<file path="src/rtl/nslsb_pkg.sv">
// shared types and constants for the line shift bound block
`default_nettype none
package nslsb_pkg;

    localparam int NUM_W  = 64;
    localparam int DEN_W  = 33;
    localparam int DIST_W = 65;

    localparam logic [1:0] OP_LOAD_IN  = 2'd0;
    localparam logic [1:0] OP_LOAD_OUT = 2'd1;
    localparam logic [1:0] OP_COMPUTE  = 2'd2;

    localparam logic [1:0] ST_CONV  = 2'd0;
    localparam logic [1:0] ST_INF   = 2'd1;
    localparam logic [1:0] ST_LIMIT = 2'd2;
    localparam logic [1:0] ST_ZERO  = 2'd3;

    localparam logic [31:0] ALPHA_MAX = 32'h7FFF_FFFF;
    localparam logic [31:0] ALPHA_MIN = 32'h8000_0000;

    typedef struct packed {
        logic               go;
        logic [NUM_W-1:0]   num;
        logic [DEN_W-1:0]   den;
    } t_div_req;

    typedef struct packed {
        logic               done;
        logic [NUM_W-1:0]   quo;
    } t_div_rsp;

endpackage
`default_nettype wire

</file>
<file path="src/rtl/nslsb_div.sv">
// unsigned restoring divider, one quotient bit per cycle
`default_nettype none
module nslsb_div (
    input  wire logic              i_clk,
    input  wire logic              i_rst_n,
    input  wire nslsb_pkg::t_div_req i_req,
    output nslsb_pkg::t_div_rsp    o_rsp
);

    localparam int NW = nslsb_pkg::NUM_W;
    localparam int DW = nslsb_pkg::DEN_W;
    localparam int CNT_W = $clog2(NW);

    logic              r_busy;
    logic              r_done;
    logic [CNT_W-1:0]  r_cnt;
    logic [DW:0]       r_rem;
    logic [NW-1:0]     r_q;
    logic [DW-1:0]     r_den;
    logic [DW:0]       n_sh;
    logic              n_ge;

    assign n_sh = {r_rem[DW-1:0], r_q[NW-1]};
    assign n_ge = (n_sh >= {1'b0, r_den});

    always_ff @(posedge i_clk) begin
        if (!i_rst_n) begin
            r_busy <= 1'b0;
            r_done <= 1'b0;
            r_cnt  <= '0;
        end else begin
            r_done <= 1'b0;
            if (i_req.go) begin
                r_busy <= 1'b1;
                r_cnt  <= '0;
                r_rem  <= '0;
                r_q    <= i_req.num;
                r_den  <= i_req.den;
            end else if (r_busy) begin
                r_rem <= n_ge ? (n_sh - {1'b0, r_den}) : n_sh;
                r_q   <= {r_q[NW-2:0], n_ge};
                r_cnt <= r_cnt + CNT_W'(1);
                if (r_cnt == CNT_W'(NW - 1)) begin
                    r_busy <= 1'b0;
                    r_done <= 1'b1;
                end
            end
        end
    end

    assign o_rsp.done = r_done;
    assign o_rsp.quo  = r_q;

endmodule
`default_nettype wire

</file>
<file path="config.mk">
export PLATFORM = sky130hd
export DESIGN_NAME = nslsb_div
export DESIGN_NICKNAME = d
export VERILOG_FILES = /design/src/rtl/nslsb_pkg.sv /design/src/rtl/nslsb_div.sv
export SDC_FILE = /design/constraint.sdc
export NUM_CORES = 1
export LEC_CHECK = 0
export BUFFER_PORTS_ARGS = -buffer_cell sky130_fd_sc_hd__buf_2
export CAP_MARGIN = 10
export CORE_AREA = 2 2 161 123
export DETAILED_ROUTE_END_ITERATION = 10
export DIE_AREA = 0 0 163 125
export REMOVE_ABC_BUFFERS = 1
export SYNTH_ARGS = -nofsm -noshare
export SYNTH_HDL_FRONTEND = slang
export SYNTH_SLANG_ARGS = --single-unit
</file>
<file path="constraint.sdc">
create_clock -name i_clk -period 3.2 [get_ports i_clk]
set_input_delay 0.32 -clock i_clk [delete_from_list [all_inputs] [get_ports i_clk]]
set_output_delay 0.32 -clock i_clk [all_outputs]
set_load 0.05 [all_outputs]
</file>
==> summary.md, run 1 <==
| Metric | Value |
|---|---|
| Status | `completed` |
| Hold path start | `i_req[4]` |
| Post-synthesis mux area share | `12.7%` |
| Post-Synthesis Cells | `596` |
| Initial antenna violation count | `2` |
| Antenna-violating nets left | `0` |
| Cell variety after synth | `52` |
| Synthesis-to-finish area growth | `25.2%` |
| Crit-path cells | `inv_2 > ha_4 > inv_2 > fa_2 > a21oi_2 > o221ai_2 > a311oi_2 > o21ai_2 > a211oi_2 > o211ai_1 > a41o_4 > buf_12 > mux2i_1 > nor2_1` |
| Peak supply drop | `306 uV` |
| Final #Nets | `909` |
| Yosys reg bits | `138` |
| Crit. End Element | `flop` |
| Cell row count | `44` |
| CTS Sinks | `138` |
| Routed via count | `5,243` |
| Commonest cells in the netlist | `edfxtp_1, mux2_2, inv_1` |
| RR Startpoint | `r_q[63]$_DFFE_PP_` |
| Final instance area | `0.00929 mm2` |
| Fmax achieved | `313 MHz` |
| Area share of xor/xnor cells in the synthesized design | `3.90%` |
| Least-Margin Pin Slew | `724 ps` |
| Wire length per cell | `16.8 um` |
| Vias in the first global route | `5,478` |
| Critical path peak fanout | `12` |
| Final hold violations | `0` |
| Max-slew headroom | `51.8%` |
| Leakage Power | `3.95 nW` |
| Top post-synthesis cells by area | `edfxtp_1, mux2_2, ha_1, mux2i_1, inv_1` |
| Crit path launch | `r_q[63]$_DFFE_PP_` |
| PwrDens | `590 mW/mm2` |
| TritonCTS clock tree | `done` |
| Core footprint | `0.0190 mm2` |
| H-tree Lvls | `4` |
| Post-Synth Simple-Gate Area | `8.03%` |
| DRC | `0` |
| Number of flops mapped to enable cells by yosys | `130` |
| Clk Latency, worst-skew pair | `430 ps` |
| Die ar. | `0.0204 mm2` |
| GRT Total Usage | `17.3%` |
| Starting Density | `39.1%` |
| Num CTS Buffers | `17` |
| Fillers | `1,762` |
| Count leader, synth | `edfxtp_1` |
| DIE WIDTH | `163 um` |
| Clock root buffer | `clkbuf_16` |
| Global-route wire length before repair | `27,700 um` |
| Period minus WS final | `3200 ps` |
| Largest net degree at the start of global routing | `101` |
| Antenna diode count | `0` |
| YS warnings | `0` |
| Layout cells sized above 1 | `39.4%` |
| Max clock buf depth | `2` |
| Hold Path Class | `primary input to flop` |
| CP dominant cell by count | `inv_2` |
| Mapped Avg Cell Area | `12.4 um2` |
| I/O pin cnt | `165` |
| Req. time, crit path | `3350 ps` |
| Async set or reset register ratio after synthesis | `0%` |
| Count of final setup violators | `0` |
| Slowest CP cell | `edfxtp_1` |
| CP arrival | `3350 ps` |
| Worst path max stage delay | `400 ps` |
| Global route total overflow | `0` |
| Chip height | `125 um` |
| Critical path class | `flop to flop` |
| Post-Synth Adder-Cell Area | `6.00%` |
| Pins Over Slew Limit | `0` |
| Port Buffers | `164` |
| Clock Pin Slew Worst Setup and Hold Paths | `60 ps` |
| Largest family of logic cells by synthesized area | `multiplexers` |
| Seq/Total Area, Yosys | `54.8%` |
| Most used DFF post-synth | `edfxtp_1` |
| Worst Skew | `12.1 ps` |
| Dpl ws | `-77.8 ps` |
| Placed instance area | `0.00856 mm2` |
| Max-Cap Viols | `0` |
| Drt initial violations | `357` |
| Routability congestion estimate | `0.856` |
| Worst setup SP type | `flop` |
| Area fraction of the dominant cell type after synthesis | `52.6%` |
| DP HPWL | `12,400 um` |
| Mapped Area | `0.00742 mm2` |
| TritonRoute pass-1 iters | `5` |
| Setup ws final | `3.89 ps` |
| Synth Area in Compound Gates | `10.2%` |
| Routed WL | `17,500 um` |
| Cell taking the most area after synthesis | `edfxtp_1` |
| Post-Layout Cell Count | `1,040` |
| Vias per inst | `5.04` |
| Unrepaired setup endpoints after global routing | `true` |
| Inst Count DP | `1,001` |
| Tcrit/Tclk final | `99.9%` |
[cells in the final DEF (no fill, tap or decap), drive strengths merged, types with 19 or more instances in the layout]
master	netlist	layout
inv	46	56
buf	10	187
nand2	20	20
nor2	42	42
mux2	64	64
edfxtp	130	130
ha	34	34
mux2i	22	22
clkbuf	19	19
a21oi	27	27
a21o	20	20
[layout make-up]
cell class / count / area [um2] / area share (%)
Clock buffer: 18 / 429 / 4.62
Clock inverter: 14 / 125 / 1.35
Inverter: 46 / 173 / 1.86
Multi-Input combinational cell: 383 / 3100 / 33.4
Sequential cell: 138 / 4060 / 43.7
Tap cell: 253 / 317 / 3.41
Timing Repair Buffer: 188 / 1080 / 11.6
[path summary, 6_finish.rpt]
check / end / slack [ps] / cells past startpoint
worst max-delay path: r_rem[1]$_SDFFCE_PP0P_ / 4 / 14
worst min-delay path: r_den[4]$_DFFE_PP_ / 70 / 1
worst max register to register: r_rem[1]$_SDFFCE_PP0P_ / 4 / 14
worst min register to register: r_cnt[5]$_SDFFE_PP0P_ / 520 / 2
[registers in the layout, summed over array words and instances (netlist names)]
signal,count
r_rem,33
r_done,1
r_den,33
r_busy,1
r_q,64
r_cnt,6
[logic make-up (layout without fill, tap and decap cells)]
group | after synthesis | in the layout
flops | 138 | 138
buf+inv | 75 | 266
simple gates | 122 | 122
compound gates | 107 | 107
fa+ha+maj | 35 | 35
mux | 86 | 86
xor+xnor | 33 | 33
[worst max-delay path, delay by kind of cell, from the launching register on]
kind            cells  cell delay [ps]
compound gates      7             1500
buf+inv             3              280
mux                 1              170
fa+ha+maj           2              490
simple gates        1               60
flops               1              400
[metrics by stage]
stage	power (mW)	hold slack [ps]	util, %	TNS [ps]
6_report	5.48	71.1	48.9	0
5_1_grt	5.73	50.2	48.9	-3570
4_1_cts	5.46	52.5	48.2	0
3_5_place_dp	3.56	494	45.1	-1240
2_1_floorplan	3.20	419	-	-27970
3_3_place_gp	3.54	471	45.1	0
[repair_timing]
action                                  in CTS  in global routing
endpoints found under the setup margin      33                 34
resized for setup                            4                 22
hold buffers                                 0                  0
hold endpoints to repair                     0                  0
pin swaps                                    4                  9
gates cloned                                 0                  1
buffers inserted                             2                  4
[per-layer routing]
layer	GRT usage (%)	share of wire, %
met1	22.4	45
met3	6.80	8.1
met4	4.58	1.1
met2	27.2	46
met5	0	0.15
[report_power, final]
part	leakage [nW]	total [mW]	internal, mW	switching, mW
logic	2.38	1.38	0.583	0.802
clock network	0.268	1.87	1.02	0.849
registers	1.31	2.23	2.16	0.0704
(Power assumes the default switching activity.)
==> run 2: changes to the inputs <==
CORE_AREA = 2 2 100 198   (was 2 2 161 123)
CTS_BUF_LIST = sky130_fd_sc_hd__clkbuf_4 sky130_fd_sc_hd__clkbuf_8   (was unset)
DIE_AREA = 0 0 102 200   (was 0 0 163 125)
==> summary.md, run 2 (synthesis results as in run 1) <==
| Metric | Value |
|---|---|
| Status | `completed` |
| Post-Layout Cell Count | `1,057` |
| Req. time, crit path | `3420 ps` |
| Inst Count DP | `1,006` |
| Storage cell area | `0.00406 mm2` |
| R2R Path End | `r_q[0]$_DFFE_PP_` |
| Max reg flops | `64` |
| Critical path peak fanout | `19` |
| Vias in the first global route | `5,843` |
| Max clock buf depth | `2` |
| Unrepaired setup endpoints after global routing | `true` |
| Initial antenna violation count | `0` |
| Leakage Power | `3.92 nW` |
| Hold Path Class | `primary input to flop` |
| RR Startpoint | `r_q[63]$_DFFE_PP_` |
| Routed via count | `5,389` |
| Peak supply drop | `362 uV` |
| Layout cells sized above 1 | `38.7%` |
| Post-layout util | `49.0%` |
| TritonRoute pass-1 iters | `4` |
| CP arrival | `3330 ps` |
| Hold path start | `i_req[31]` |
| Pins Over Slew Limit | `0` |
| GRT Total Usage | `17.7%` |
| R2R depth | `13` |
| Top reg by flops | `r_q` |
| Port Buffers | `164` |
| Largest net degree at the start of global routing | `40` |
| Antenna-violating nets left | `0` |
| Fmax achieved | `322 MHz` |
| DP HPWL | `12,700 um` |
| I/O pin cnt | `165` |
| Most frequent cells in the layout | `buf_2, edfxtp_1, mux2_2` |
| Tcrit/Tclk final | `97.1%` |
| Period minus WS final | `3110 ps` |
| Crit-path cells | `inv_1 > ha_2 > inv_2 > fa_2 > a21oi_4 > o221ai_2 > a311oi_2 > o21ai_2 > a211oi_2 > o211ai_1 > a41o_2 > buf_12 > mux2_2` |
| Multi-input gate area | `0.00308 mm2` |
| WHS Path Cells | `1` |
| Final hold violations | `0` |
| Cell row count | `71` |
| TritonCTS clock tree | `done` |
| CTS Sinks | `138` |
| H-tree Lvls | `4` |
| Crit. End Element | `flop` |
| Worst setup SP type | `flop` |
| Max-Cap Viols | `0` |
| Slowest CP cell | `edfxtp_1` |
| Commonest non-fill, non-tap cell in the layout | `buf_2` |
| Routed WL | `17,400 um` |
| Synthesis-to-finish area growth | `24.3%` |
| Worst path max stage delay | `400 ps` |
| Flop-to-flop setup slack | `90 ps` |
| DIE WIDTH | `102 um` |
| Final instance area | `0.00922 mm2` |
| Clock Pin Slew Worst Setup and Hold Paths | `80 ps` |
| Critical path class | `flop to flop` |
| Critical Path Sink | `r_q[0]$_DFFE_PP_` |
| Placed instance area | `0.00860 mm2` |
| Clk Latency, worst-skew pair | `470 ps` |
| Global route total overflow | `0` |
| Wire length per cell | `16.4 um` |
| Core footprint | `0.0188 mm2` |
| Crit path launch | `r_q[63]$_DFFE_PP_` |
| Final #Nets | `924` |
| Drt initial violations | `181` |
| Routability congestion estimate | `0.840` |
| Chip height | `200 um` |
| Least-Margin Pin Slew | `571 ps` |
| Global-route wire length before repair | `28,000 um` |
| Num CTS Buffers | `17` |
| Worst hold slack | `33.3 ps` |
| Vias per inst | `5.10` |
| Regs by FF count | `r_q: 64 flops, r_den: 33 flops, r_rem: 33 flops` |
| Starting Density | `39.4%` |
| Max-slew headroom | `61.7%` |
| DRC | `0` |
| PwrDens | `549 mW/mm2` |
| Clock root buffer | `clkbuf_8` |
| Worst Skew | `12.2 ps` |
| Antenna diode count | `0` |
| Count of final setup violators | `0` |
| Fillers | `1,817` |
| Die ar. | `0.0204 mm2` |
==> run 2: power breakdown <==
part	switching (mW)	leakage [nW]	internal [mW]
combinational	0.801	2.41	0.576
clock	0.737	0.197	0.727
sequential	0.0660	1.31	2.15
==> run 2: what timing repair did <==
item                       in CTS  in global routing
buffers inserted                2                  3
hold endpoints to repair       14                  0
pin swaps                       4                  3
setup endpoints to repair      30                 34
hold buffers                   14                  0
gates resized for setup         2                 13
==> run 2: layer usage <==
layer	GRT usage [%]	routed length (um)
met3	4.67	930
met2	33.6	9780
met1	17.3	6090
met4	8.20	567
met5	0	0
==> run 2: critical path: cells and delay by family (launching register included) <==
family / cells / cell delay (ps)
flops: 1 / 400
buf+inv: 3 / 290
mux: 1 / 260
compound gates: 7 / 1360
fa+ha+maj: 2 / 550
==> run 2: layout make-up <==
type,instances,area share [%]
clock buffers,19,2.77
clock inverters,13,1.53
inverters,46,1.87
multi-input cells,383,33.4
flip-flops and latches,138,44.1
well taps,255,3.46
repair buffers,203,12.9
==> run 2: through the flow <==
stage                     setup TNS, ps  total power, mW  setup slack (ps)
after floorplan                  -27970             3.20              -939
after global placement            -14.0             3.56             -14.0
after detailed placement           -724             3.59             -64.5
after CTS                             0             5.10              10.8
after global routing              -1540             5.30             -91.3
final                                 0             5.06              92.9
==> run 2: worst min-delay path by stage <==
stage,to
5_1_grt,r_den[32]$_DFFE_PP_
2_1_floorplan,r_den[0]$_DFFE_PP_
3_5_place_dp,r_cnt[5]$_SDFFE_PP0P_
6_report,r_den[31]$_DFFE_PP_
4_1_cts,r_den[31]$_DFFE_PP_
3_3_place_gp,r_cnt[5]$_SDFFE_PP0P_
